--- src/rtl/pool22_pkg.sv ---
`timescale 1ns / 1ps
// shared types and constants for the 2x2 average/max pooling block
// no dependencies; every other file but pool22_ram uses this package
package pool22_pkg;

  localparam int MAX_OUT_COLS = 256;
  localparam int MAX_OUT_ROWS = 256;
  localparam int SAMPLE_BITS  = 16;

  // width of the dimension registers
  localparam int DIM_W   = 9;
  // column buffer address and row counter widths
  localparam int COL_AW  = (MAX_OUT_COLS > 1) ? $clog2(MAX_OUT_COLS) : 1;
  localparam int ROW_W   = (MAX_OUT_ROWS > 1) ? $clog2(MAX_OUT_ROWS) : 1;
  // pair result (sum or max of two) and final Q8.10 result widths
  localparam int PAIR_W  = SAMPLE_BITS + 1;
  localparam int OUT_W   = SAMPLE_BITS + 2;

  localparam int NUM_REGS = 3;
  localparam int PADDR_W  = 4;
  localparam int PDATA_W  = 32;

  localparam logic [DIM_W-1:0] OUT_ROWS_RESET = DIM_W'(14);
  localparam logic [DIM_W-1:0] OUT_COLS_RESET = DIM_W'(14);

  typedef enum logic [1:0] {
    REG_OUT_ROWS  = 2'd0,
    REG_OUT_COLS  = 2'd1,
    REG_POOL_MODE = 2'd2
  } reg_idx_t;

  typedef enum logic {
    MODE_AVG = 1'b0,
    MODE_MAX = 1'b1
  } pool_mode_t;

  typedef struct packed {
    logic [DIM_W-1:0] rows;
    logic [DIM_W-1:0] cols;
    pool_mode_t       mode;
    logic             restart;
  } cfg_t;

  typedef struct packed {
    logic signed [OUT_W-1:0] value;
    logic                    done;
  } result_t;

endpackage

--- src/rtl/pool22_sample_if.sv ---
`timescale 1ns / 1ps
// valid/ready stream channels for input samples and pooled results
// depends on pool22_pkg for field widths
interface pool22_sample_if;
  logic                                      valid;
  logic                                      ready;
  logic signed [pool22_pkg::SAMPLE_BITS-1:0] sample;

  modport source (output valid, output sample, input ready);
  modport sink   (input valid, input sample, output ready);
  modport mon    (input valid, input sample, input ready);
endinterface

interface pool22_result_if;
  logic                                valid;
  logic                                ready;
  logic signed [pool22_pkg::OUT_W-1:0] pooled_value;
  logic                                map_done;

  modport source (output valid, output pooled_value, output map_done, input ready);
  modport sink   (input valid, input pooled_value, input map_done, output ready);
  modport mon    (input valid, input pooled_value, input map_done, input ready);
endinterface

--- src/rtl/pool22_cfg.sv ---
`timescale 1ns / 1ps
// apb register file: map dimensions and pooling mode
// depends on pool22_pkg
module pool22_cfg (
  input  logic                               clk,
  input  logic                               rst,
  input  logic                               psel,
  input  logic                               penable,
  input  logic                               pwrite,
  input  logic [pool22_pkg::PADDR_W-1:0]     paddr,
  input  logic [pool22_pkg::PDATA_W-1:0]     pwdata,
  output logic [pool22_pkg::PDATA_W-1:0]     prdata,
  output logic                               pready,
  output pool22_pkg::cfg_t                   cfg
);
  import pool22_pkg::*;

  logic [DIM_W-1:0] out_rows;
  logic [DIM_W-1:0] out_cols;
  pool_mode_t       pool_mode;
  logic             restart;
  logic             wr_en;
  reg_idx_t         idx;

  assign pready = 1'b1;
  assign wr_en  = psel && penable && pwrite;
  assign idx    = reg_idx_t'(paddr[PADDR_W-1:2]);

  // the map restarts at the same edge that writes the register
  assign restart = wr_en && (idx inside {REG_OUT_ROWS, REG_OUT_COLS, REG_POOL_MODE});

  always_ff @(posedge clk) begin
    if (rst) begin
      out_rows  <= OUT_ROWS_RESET;
      out_cols  <= OUT_COLS_RESET;
      pool_mode <= MODE_AVG;
    end else begin
      if (wr_en) begin
        case (idx)
          REG_OUT_ROWS: begin
            out_rows <= pwdata[DIM_W-1:0];
          end
          REG_OUT_COLS: begin
            out_cols <= pwdata[DIM_W-1:0];
          end
          REG_POOL_MODE: begin
            pool_mode <= pool_mode_t'(pwdata[0]);
          end
          default: ;
        endcase
      end
    end
  end

  always_comb begin
    case (idx)
      REG_OUT_ROWS:  prdata = PDATA_W'(out_rows);
      REG_OUT_COLS:  prdata = PDATA_W'(out_cols);
      REG_POOL_MODE: prdata = PDATA_W'(pool_mode);
      default:       prdata = '0;
    endcase
  end

  // zero acts as one, oversize acts as the maximum
  always_comb begin
    if (out_rows == '0)
      cfg.rows = DIM_W'(1);
    else if (int'(out_rows) > MAX_OUT_ROWS)
      cfg.rows = DIM_W'(MAX_OUT_ROWS);
    else
      cfg.rows = out_rows;
    if (out_cols == '0)
      cfg.cols = DIM_W'(1);
    else if (int'(out_cols) > MAX_OUT_COLS)
      cfg.cols = DIM_W'(MAX_OUT_COLS);
    else
      cfg.cols = out_cols;
    cfg.mode    = pool_mode;
    cfg.restart = restart;
  end

endmodule

--- src/rtl/pool22_ram.sv ---
`timescale 1ns / 1ps
// single-port-write, single-port-read ram with registered read data
// generic; no package dependency
module pool22_ram #(
  parameter int WIDTH = 17,
  parameter int DEPTH = 256,
  parameter int AW    = (DEPTH > 1) ? $clog2(DEPTH) : 1
) (
  input  logic             clk,
  input  logic             wr_en,
  input  logic [AW-1:0]    wr_addr,
  input  logic [WIDTH-1:0] wr_data,
  input  logic             rd_en,
  input  logic [AW-1:0]    rd_addr,
  output logic [WIDTH-1:0] rd_data
);
  logic [WIDTH-1:0] mem [DEPTH];

  always_ff @(posedge clk) begin
    if (wr_en)
      mem[wr_addr] <= wr_data;
  end

  always_ff @(posedge clk) begin
    if (rd_en)
      rd_data <= mem[rd_addr];
  end

endmodule

--- src/rtl/pool22_core.sv ---
`timescale 1ns / 1ps
// window position tracking, pair combine and column-buffer read/modify/write
// depends on pool22_pkg; drives the column ram and the output queue
module pool22_core (
  input  logic                                   clk,
  input  logic                                   rst,
  input  pool22_pkg::cfg_t                       cfg,
  input  logic                                   in_valid,
  input  logic signed [pool22_pkg::SAMPLE_BITS-1:0] in_sample,
  output logic                                   in_ready,
  input  logic                                   q_full,
  output logic                                   push,
  output pool22_pkg::result_t                    push_data,
  output logic                                   ram_wr_en,
  output logic [pool22_pkg::COL_AW-1:0]          ram_wr_addr,
  output logic [pool22_pkg::PAIR_W-1:0]          ram_wr_data,
  output logic                                   ram_rd_en,
  output logic [pool22_pkg::COL_AW-1:0]          ram_rd_addr,
  input  logic [pool22_pkg::PAIR_W-1:0]          ram_rd_data
);
  import pool22_pkg::*;

  logic                       col_phase;
  logic                       row_phase;
  logic [COL_AW-1:0]          col_pos;
  logic [ROW_W-1:0]           row_pos;
  logic signed [SAMPLE_BITS-1:0] held_left;

  logic                       fire;
  logic                       last_col;
  logic                       last_row;
  logic signed [PAIR_W-1:0]   left_x;
  logic signed [PAIR_W-1:0]   right_x;
  logic signed [PAIR_W-1:0]   pair;
  logic signed [PAIR_W-1:0]   top;
  logic signed [OUT_W-1:0]    window;

  // only a bottom-right sample needs room in the output queue
  assign in_ready = !(q_full && col_phase && row_phase);
  assign fire     = in_valid && in_ready;

  assign last_col = (32'(col_pos) + 32'd1) >= 32'(cfg.cols);
  assign last_row = (32'(row_pos) + 32'd1) >= 32'(cfg.rows);

  assign left_x  = PAIR_W'(held_left);
  assign right_x = PAIR_W'(in_sample);
  assign top     = signed'(ram_rd_data);

  always_comb begin
    if (cfg.mode == MODE_MAX)
      pair = (left_x > right_x) ? left_x : right_x;
    else
      pair = left_x + right_x;
  end

  always_comb begin
    if (cfg.mode == MODE_MAX) begin
      if (top > pair)
        window = {top[PAIR_W-2:0], 2'b00};
      else
        window = {pair[PAIR_W-2:0], 2'b00};
    end else begin
      window = OUT_W'(top) + OUT_W'(pair);
    end
  end

  // top-row partial is fetched on the bottom-left sample, ready for the next
  assign ram_rd_en   = fire && !col_phase && row_phase;
  assign ram_rd_addr = col_pos;
  assign ram_wr_en   = fire && col_phase && !row_phase;
  assign ram_wr_addr = col_pos;
  assign ram_wr_data = pair;

  assign push            = fire && col_phase && row_phase;
  assign push_data.value = window;
  assign push_data.done  = last_row && last_col;

  always_ff @(posedge clk) begin
    if (fire && !col_phase)
      held_left <= in_sample;
  end

  always_ff @(posedge clk) begin
    if (rst || cfg.restart) begin
      col_phase <= 1'b0;
      row_phase <= 1'b0;
      col_pos   <= '0;
      row_pos   <= '0;
    end else if (fire) begin
      col_phase <= !col_phase;
      if (col_phase) begin
        if (last_col) begin
          col_pos   <= '0;
          row_phase <= !row_phase;
          if (row_phase)
            row_pos <= last_row ? '0 : row_pos + ROW_W'(1);
        end else begin
          col_pos <= col_pos + COL_AW'(1);
        end
      end
    end
  end

endmodule

--- src/rtl/pool22_outq.sv ---
`timescale 1ns / 1ps
// two-entry result queue between the datapath and the output channel
// depends on pool22_pkg
module pool22_outq (
  input  logic                clk,
  input  logic                rst,
  input  logic                push,
  input  pool22_pkg::result_t push_data,
  output logic                full,
  output logic                out_valid,
  input  logic                out_ready,
  output pool22_pkg::result_t out_data
);
  import pool22_pkg::*;

  result_t     entries [2];
  logic        wr_ptr;
  logic        rd_ptr;
  logic [1:0]  count;
  logic        pop;

  assign out_valid = (count != 2'd0);
  assign full      = (count == 2'd2);
  assign out_data  = entries[rd_ptr];
  assign pop       = out_valid && out_ready;

  always_ff @(posedge clk) begin
    if (push)
      entries[wr_ptr] <= push_data;
  end

  always_ff @(posedge clk) begin
    if (rst) begin
      wr_ptr <= 1'b0;
      rd_ptr <= 1'b0;
      count  <= 2'd0;
    end else begin
      if (push)
        wr_ptr <= !wr_ptr;
      if (pop)
        rd_ptr <= !rd_ptr;
      case ({push, pop})
        2'b10:   count <= count + 2'd1;
        2'b01:   count <= count - 2'd1;
        default: count <= count;
      endcase
    end
  end

endmodule

--- src/rtl/pool_2x2_average_max.sv ---
`timescale 1ns / 1ps
// 2x2 stride-2 pooling, average (exact sum of four) or maximum (times four)
// depends on pool22_pkg, the stream interfaces and pool22_cfg/core/ram/outq
//
// usage:
//  - samples: signed Q8.8 feature-map samples in raster order, maps back to
//    back, each map 2*out_rows by 2*out_cols samples.
//  - results: one signed Q8.10 value per 2x2 window, map_done set on the last
//    window of a map.
//  - apb: out_rows (0x0), out_cols (0x4), pool_mode (0x8). a write to any of them
//    restarts the map; write only while no transaction is in flight.
//  - one sample per cycle sustained while the output queue is not full. a window
//    result is registered into the output queue at the edge that takes its
//    bottom-right sample and shows on results once earlier results are taken.
//  - the top-row pair of each window is kept in a 256-entry column ram; its
//    read is issued on the bottom-left sample, ahead of use on the bottom-right.
//  - receiver stall: a two-entry queue holds results; when it is full only
//    the bottom-right sample of a window is held off, others keep flowing.
//  - reset clears positions, the queue and the registers (14 x 14, average);
//    the column ram is not cleared and needs no clearing.
module pool_2x2_average_max (
  input  logic                           clk,
  input  logic                           rst,
  pool22_sample_if.sink                  samples,
  pool22_result_if.source                results,
  input  logic                           psel,
  input  logic                           penable,
  input  logic                           pwrite,
  input  logic [pool22_pkg::PADDR_W-1:0] paddr,
  input  logic [pool22_pkg::PDATA_W-1:0] pwdata,
  output logic [pool22_pkg::PDATA_W-1:0] prdata,
  output logic                           pready
);
  import pool22_pkg::*;

  cfg_t              cfg;
  logic              q_full;
  logic              push;
  result_t           push_data;
  result_t           out_data;
  logic              ram_wr_en;
  logic [COL_AW-1:0] ram_wr_addr;
  logic [PAIR_W-1:0] ram_wr_data;
  logic              ram_rd_en;
  logic [COL_AW-1:0] ram_rd_addr;
  logic [PAIR_W-1:0] ram_rd_data;

  pool22_cfg u_cfg (
    .clk     (clk),
    .rst     (rst),
    .psel    (psel),
    .penable (penable),
    .pwrite  (pwrite),
    .paddr   (paddr),
    .pwdata  (pwdata),
    .prdata  (prdata),
    .pready  (pready),
    .cfg     (cfg)
  );

  pool22_core u_core (
    .clk         (clk),
    .rst         (rst),
    .cfg         (cfg),
    .in_valid    (samples.valid),
    .in_sample   (samples.sample),
    .in_ready    (samples.ready),
    .q_full      (q_full),
    .push        (push),
    .push_data   (push_data),
    .ram_wr_en   (ram_wr_en),
    .ram_wr_addr (ram_wr_addr),
    .ram_wr_data (ram_wr_data),
    .ram_rd_en   (ram_rd_en),
    .ram_rd_addr (ram_rd_addr),
    .ram_rd_data (ram_rd_data)
  );

  pool22_ram #(
    .WIDTH (PAIR_W),
    .DEPTH (MAX_OUT_COLS),
    .AW    (COL_AW)
  ) u_colbuf (
    .clk     (clk),
    .wr_en   (ram_wr_en),
    .wr_addr (ram_wr_addr),
    .wr_data (ram_wr_data),
    .rd_en   (ram_rd_en),
    .rd_addr (ram_rd_addr),
    .rd_data (ram_rd_data)
  );

  pool22_outq u_outq (
    .clk       (clk),
    .rst       (rst),
    .push      (push),
    .push_data (push_data),
    .full      (q_full),
    .out_valid (results.valid),
    .out_ready (results.ready),
    .out_data  (out_data)
  );

  assign results.pooled_value = out_data.value;
  assign results.map_done     = out_data.done;

endmodule

--- src/flat_wrapper.sv ---
// flat-port wrapper written by rule: the top's interface ports become plain ports
module pool_2x2_average_max_flat import pool22_pkg::*;
  (clk, rst, psel, penable, pwrite, paddr, pwdata, prdata, pready, samples_valid, samples_sample, samples_ready, results_valid, results_pooled_value, results_map_done, results_ready);
  pool22_sample_if samples_i ();
  pool22_result_if results_i ();
  input  logic clk;
  input  logic rst;
  input  logic psel;
  input  logic penable;
  input  logic pwrite;
  input  logic [pool22_pkg::PADDR_W-1:0] paddr;
  input  logic [pool22_pkg::PDATA_W-1:0] pwdata;
  output logic [pool22_pkg::PDATA_W-1:0] prdata;
  output logic pready;
  input wire logic [$bits(samples_i.valid)-1:0] samples_valid;
  input wire logic [$bits(samples_i.sample)-1:0] samples_sample;
  output wire logic [$bits(samples_i.ready)-1:0] samples_ready;
  output wire logic [$bits(results_i.valid)-1:0] results_valid;
  output wire logic [$bits(results_i.pooled_value)-1:0] results_pooled_value;
  output wire logic [$bits(results_i.map_done)-1:0] results_map_done;
  input wire logic [$bits(results_i.ready)-1:0] results_ready;
  assign samples_i.valid = samples_valid;
  assign samples_i.sample = samples_sample;
  assign samples_ready = samples_i.ready;
  assign results_valid = results_i.valid;
  assign results_pooled_value = results_i.pooled_value;
  assign results_map_done = results_i.map_done;
  assign results_i.ready = results_ready;
  pool_2x2_average_max u_core (.clk(clk), .rst(rst), .samples(samples_i), .results(results_i), .psel(psel), .penable(penable), .pwrite(pwrite), .paddr(paddr), .pwdata(pwdata), .prdata(prdata), .pready(pready));
endmodule
--- config.mk ---
export PLATFORM = sky130hd
export DESIGN_NAME = pool_2x2_average_max_flat
export DESIGN_NICKNAME = d
export VERILOG_FILES = /design/src/rtl/pool22_pkg.sv /design/src/rtl/pool22_sample_if.sv /design/src/rtl/pool22_cfg.sv /design/src/rtl/pool22_ram.sv /design/src/rtl/pool22_core.sv /design/src/rtl/pool22_outq.sv /design/src/rtl/pool_2x2_average_max.sv /design/src/flat_wrapper.sv
export SDC_FILE = /design/constraint.sdc
export NUM_CORES = 2
export LEC_CHECK = 0
export BUFFER_PORTS_ARGS = -buffer_cell sky130_fd_sc_hd__buf_2
export CORE_ASPECT_RATIO = 0.7
export CORE_UTILIZATION = 40
export DETAILED_ROUTE_END_ITERATION = 10
export HOLD_SLACK_MARGIN = 0.06
export PLACE_DENSITY = 0.68
export SYNTH_ARGS = -nofsm -noshare
export SYNTH_HDL_FRONTEND = slang
export SYNTH_MEMORY_MAX_BITS = 65536
export SYNTH_SLANG_ARGS = --single-unit
--- constraint.sdc ---
create_clock -name clk -period 17.15 [get_ports clk]
set_clock_uncertainty 0.1 [all_clocks]
set_input_delay 0.8575 -clock clk [delete_from_list [all_inputs] [get_ports clk]]
set_output_delay 0.8575 -clock clk [all_outputs]
set_load 0.01 [all_outputs]
# ---- Yosys cells after proc, flatten, opt, wreduce, memory -nomap -nowiden
# Memories as Yosys holds them, arrays and structs flattened. A register that Yosys moved wholly into a read port is not among the register bits.
# Index checks and enable logic that the tools add are counted.
dict set report word_totals {
  register_bits 57
  ramBits 4390
  inputBits 59
  output_inout_bits 54
  word_cells 81
  mem_count 2
}
dict set report op_classes {
  addsub 8
  magnitude_cmp 6
  eq_ne 5
  n_mux 18
  reduce_logical 31
}
# memory words width rd rd_ports_with_merged_regs write_ports line
set mem_list {}
lappend mem_list {u_core.u_colbuf.mem 256 17 1 1 1 pool22_ram.sv:17} ;# logic [WIDTH-1:0] mem [DEPTH];
lappend mem_list {u_core.u_outq.entries 2 19 1 1 1 pool22_outq.sv:16} ;# result_t entries [2];
# cell count
set op_table {}
lappend op_table {{2-to-1 mux 18 bit} 2}
lappend op_table {{2-to-1 mux 9 bit} 4}
lappend op_table {{2-to-1 mux 17 bit} 2}
lappend op_table {{one-hot mux 9 bit (3 select lines)} 1}
lappend op_table {{adder 17 x 17 -> 18 bit} 1}
lappend op_table {{adder 8 x 1 -> 9 bit (second input constant)} 2}
lappend op_table {{greater-or-equal comparator 9 bit} 2}
lappend op_table {{greater-than comparator 9 bit (second input constant)} 2}
lappend op_table {{logical NOT 9 bit} 2}
lappend op_table {{adder 16 x 16 -> 17 bit} 1}
lappend op_table {{greater-than comparator 17 bit} 1}
lappend op_table {{adder 8 x 1 -> 8 bit (second input constant)} 2}
lappend op_table {{greater-than comparator 16 bit} 1}
lappend op_table {{2-to-1 mux 8 bit} 2}
lappend op_table {{logical AND 1 bit} 13}
lappend op_table {{AND reduction 2 bit} 4}
lappend op_table {{equality test 2 bit (second input constant)} 3}
lappend op_table {{2-to-1 mux 1 bit} 6}
lappend op_table {{logical NOT 1 bit} 5}
lappend op_table {{equality test 2 x 1 -> 1 bit (second input constant)} 2}
lappend op_table {{one-hot mux 2 bit (2 select lines)} 1}
lappend op_table {{AND reduction 4 bit} 1}
lappend op_table {{nonzero test 2 bit} 2}
lappend op_table {{AND reduction 3 bit} 1}
lappend op_table {{5 further kinds} 5}

# ---- Longest topological paths before layout
dict set report logic_depth {
  word_depth 9
  mapped_depth 22
  mapped_depth_nobuf 20
}

# ---- By module
# A second synthesis with hierarchy kept.
dict set report hier_totals {
  hier_cells 8672
  hier_area_um2 177824.3
}
# mod n_inst cells_each area_each_um2 seq_area_each_um2
set modules_own_cells {}
lappend modules_own_cells {pool22_ram 1 7797 169874.2 131195.8}
lappend modules_own_cells {pool22_core 1 639 5074.9 840.8}
lappend modules_own_cells {pool22_outq 1 82 1582.8 1241.2}
lappend modules_own_cells {pool22_cfg 1 154 1292.5 380.4}

# ---- Worst setup path after synthesis
# Ideal clock, no wire load.
dict set report synth_path {
  kind {input to register}
  startpoint {in samples_sample[6]}
  endpoint {mem u_core.u_outq.entries[0][4] (netlist bit) (data pin)}
  setup_time_ps 265
  arrival_ps 16284
  required_ps 16785
  setup_slack_ps 501
  stages 18
  path_buffers 1
  cell_sequence {ha_1 > or3_1 > or2_2 > o221ai_1 > nand2_1 > a211oi_1 > o31ai_1 > xnor2_1 > o21ai_0 > ha_1 > inv_1 > nand3_1 > or4b_2 > a2111oi_0 > or3_1 > buf_2 > o21ai_2 > a221o_1}
}
# element line
set synth_rtl {}
lappend synth_rtl {{start: declaration} flat_wrapper.sv:16} ;# input wire logic [$bits(samples_i.sample)-1:0] samples_sample;
lappend synth_rtl {{end: declaration} pool22_outq.sv:16}

==> results.yml <==
run_status:
  status: "finished clean"
hold_path:
  hold_class: "input port to flip-flop"
  min_from: "rst"
  holdPathEnd: "u_core.u_cfg.out_cols[8]$_SDFFE_PP0P_"
  holdPathStages: 2
finish:
  drive_above_1_share_pct: 32.41
  final_util_pct: 45.38
  final_area_mm2: 0.1967
  fin_nets: 8105
  syn2layout_area_growth_pct: 12.73
routing:
  final_antenna_net_count: 0
  vias_per_cell: 5.996
  drc_errors: 0
  wire_per_inst_um: 31.73
  first_pass_iters: 6
  vias: 84730
  drt_iter0_markers: 12470
  routed_wl_mm: 448.3
die:
  core_region_area_mm2: 0.4335
  die_w_um: 791.4
  die_area_mm2: 0.4389
  start_util_pct: 40.25
  io_pins: 113
  rows: 202
  die_h_um: 554.6
worst_setup_path:
  crit_type: "input port to flip-flop"
  r2r-end: "u_core.u_outq.entries[1][18]$_DFFE_PP_"
  reg2reg_setup_slack_ns: 9.52
  reg2reg_from: "u_core.u_core.held_left[12]$_DFFE_PP_"
  worstPathArrival_ns: 8.36
  critPathCaptureType: "flip-flop"
  startpoint_type: "input port"
  crit_fanout: 257
  startpoint: "samples_sample[15]"
  critPathRequiredTime_ns: 17.69
  ff2ff_path_depth: 18
grt:
  grt_max_degree: 258
  overflow: 0
  grt_usage_pct: 20.06
  antenna_found_initial: 33
  grt_pass1_wl_mm: 629.7
  grt_pass1_vias: 82570
place:
  gp_congestion: 0.8774
  hpwl_mm: 261.2
  port_buffers: 63
  dpl-instance-area_mm2: 0.1838
yosys:
  async_reset_ff_share_pct: 0
  yosys-top-cells-area: "edfxtp_1 (76%), mux4_2 (18%), nor2_1 (0.73%), ha_1 (0.64%), dfxtp_1 (0.48%)"
  avgSynthCellArea_um2: 23.19
  synth_area_mm2: 0.1745
  yosysUniqueCellTypes: 75
  synth_top_area_share_pct: 76.13
  yosysSeqAreaShare_pct: 76.61
  synth_area_leader_cell: "edfxtp_1"
  ys_warn_count: 0
  synth_edf_count: 4423
  syn_inst: 7524
  synth-main-ff-cell: "edfxtp_1"
  ys_ff_latch: 4465
clock_network:
  clock_sinks: 4465
  cts_root_buf: "clkbuf_16"
  cts_buffer_depth: 4
  clk_latency_ns: 0.97
  cts.clk_slew.worst_paths_ns: 0.06
  cts_resized: 0
  htreeDepth: 5
  cts_tree: "built"
  cts_made_buffers: 393
sta:
  finalSetupTns_ns: 0
  setup-violations-final: 0
  fmax_mhz: 127.9
  rsz0062_at_grt: "false"
  fin_crit_sh_pct: 45.59
  fin_crit_ns: 7.818
  max_slew_margin_pct: 6.289
  finalHoldViolations: 0
  hold_slack_ns: 0.2413
  worst_pin_slew_ns: 1.404
  final_max_slew_viol_count: 0
pwr:
  p_leak_uw: 0.05839
  p_total_uw: 22720
  powerDensity_mw_per_mm2: 115.5
  vdd_drop_max_uv: 147.1
run:
  maxCapViolations: 0
## power by group
| part | total [uW] | internal, uW | switching [uW] |
|---|---|---|---|
| clock | 8760 | 4810 | 3950 |
| sequential | 12600 | 12600 | 7.85 |
| combinational | 1380 | 329 | 1050 |
| total | 22700 | 17700 | 5010 |
## area by class of cell
| cell class | count | area (um^2) |
|---|---|---|
| fillers | 35050 | 236800 |
| flip-flops and latches | 4465 | 133700 |
| multi-input cells | 2602 | 39520 |
| clock buffers | 481 | 10250 |
| well taps | 5814 | 7274 |
| repair buffers | 444 | 3416 |
| clock inverters | 225 | 2240 |
| inverters | 49 | 183.9 |
| diodes | 50 | 125.1 |
## registers in the layout (all words and copies together) (netlist names), 2 cells and up, named ones only
name / flops
u_core.u_outq.count: 2
u_core.u_colbuf.mem: 4352
u_core.u_core.row_pos: 8
u_core.u_colbuf.rd_data: 17
u_core.u_cfg.out_rows: 9
u_core.u_core.held_left: 16
u_core.u_outq.entries: 38
u_core.u_cfg.out_cols: 9
u_core.u_core.ram_rd_addr: 8
## cell families after synthesis
| logic type | count (synthesis) | synth area share (%) |
|---|---|---|
| buf+inv | 479 | 1.308 |
| simple gates | 703 | 1.782 |
| xor+xnor | 40 | 0.2008 |
| other cells | 2 | 0.004304 |
| flops | 4465 | 76.61 |
| compound gates | 298 | 1.211 |
| fa+ha+maj | 91 | 0.6612 |
| mux | 1446 | 18.22 |
## worst max-delay path by stage
stage          slack (ns)  cells past startpoint                                     end
2_1_floorplan        0.50                     18   u_core.u_outq.entries[0][4]$_DFFE_PP_
3_3_place_gp         9.13                     20  u_core.u_outq.entries[0][18]$_DFFE_PP_
3_5_place_dp         9.09                     20  u_core.u_outq.entries[0][18]$_DFFE_PP_
4_1_cts              9.54                     21  u_core.u_outq.entries[1][18]$_DFFE_PP_
5_1_grt              8.99                     21  u_core.u_outq.entries[1][18]$_DFFE_PP_
6_report             9.33                     21  u_core.u_outq.entries[1][18]$_DFFE_PP_
## synthesized netlist by cell type, types with 9 or more instances
master and number:
edfxtp_1 4423, mux4_2 1382, nor2_1 340, clkbuf_1 200, nand2_1 139, buf_2 104
ha_1 89, nand3_1 83, a21oi_1 66, buf_1 54, buf_4 48, inv_1 47
o21ai_0 43, dfxtp_1 42, mux2i_1 39, nor3_1 26, a22oi_1 25, mux2_2 25
xnor2_1 25, buf_6 23, nor2b_1 17, a32oi_1 15, nand2b_1 15, xor2_1 15
nand4_1 13, and3_1 12, o2111ai_1 12, a211oi_1 11, a21o_1 11, or3_1 11
a32o_1 10, o211ai_1 10, or2_2 9
## critical path: stages
cell	delay, ns
dlygate4sd3_1	0.53
buf_2	0.15
inv_1	0.06
ha_1	0.42
nand3_1	0.18
nor4_1	0.46
a21boi_0	0.31
o31a_1	0.64
nand3_1	0.14
o21ai_0	0.11
nand2_1	0.21
o21ai_4	0.17
buf_12	0.70
ha_1	0.47
inv_1	0.16
a21oi_1	0.10
or4b_2	0.71
a2111oi_0	0.63
or3_1	0.47
o21ai_2	0.18
a211oi_1	0.65
## per-layer routing
layer	part of all wire [%]	vias up	GRT usage, %	wire length [um]
met1	40	45620	29.92	180600
met5	0.16	-	0.4042	733
met2	43	5357	28.11	192800
met3	14	712	6.665	60890
li1	-	33020	-	-
met4	3.0	20	5.690	13330
## repair_timing
| action | in CTS | in global routing |
|---|---|---|
| buffers inserted | 0 | 0 |
| endpoints found under the hold margin | 33 | 0 |
| setup endpoints to repair | 0 | 0 |
| hold buffers | 26 | 0 |
## cells in the final DEF (no fill, tap or decap), types with 89 or more instances in the layout
master and instances:
buf_4 341, clkbuf_16 395, clkinv_1 90, edfxtp_1 4423, ha_1 89, mux4_2 1382
nand2_1 129, nor2_2 255
## metrics by stage
stage                     setup slack (ns)  std cells
after floorplan                     0.5013       7546
after global placement               9.125      13350
after detailed placement             9.087      13350
after CTS                            9.538      14080
after global routing                 8.991      14080
final                                9.332      14130
No activity file was read; power rests on OpenSTA's default activity.
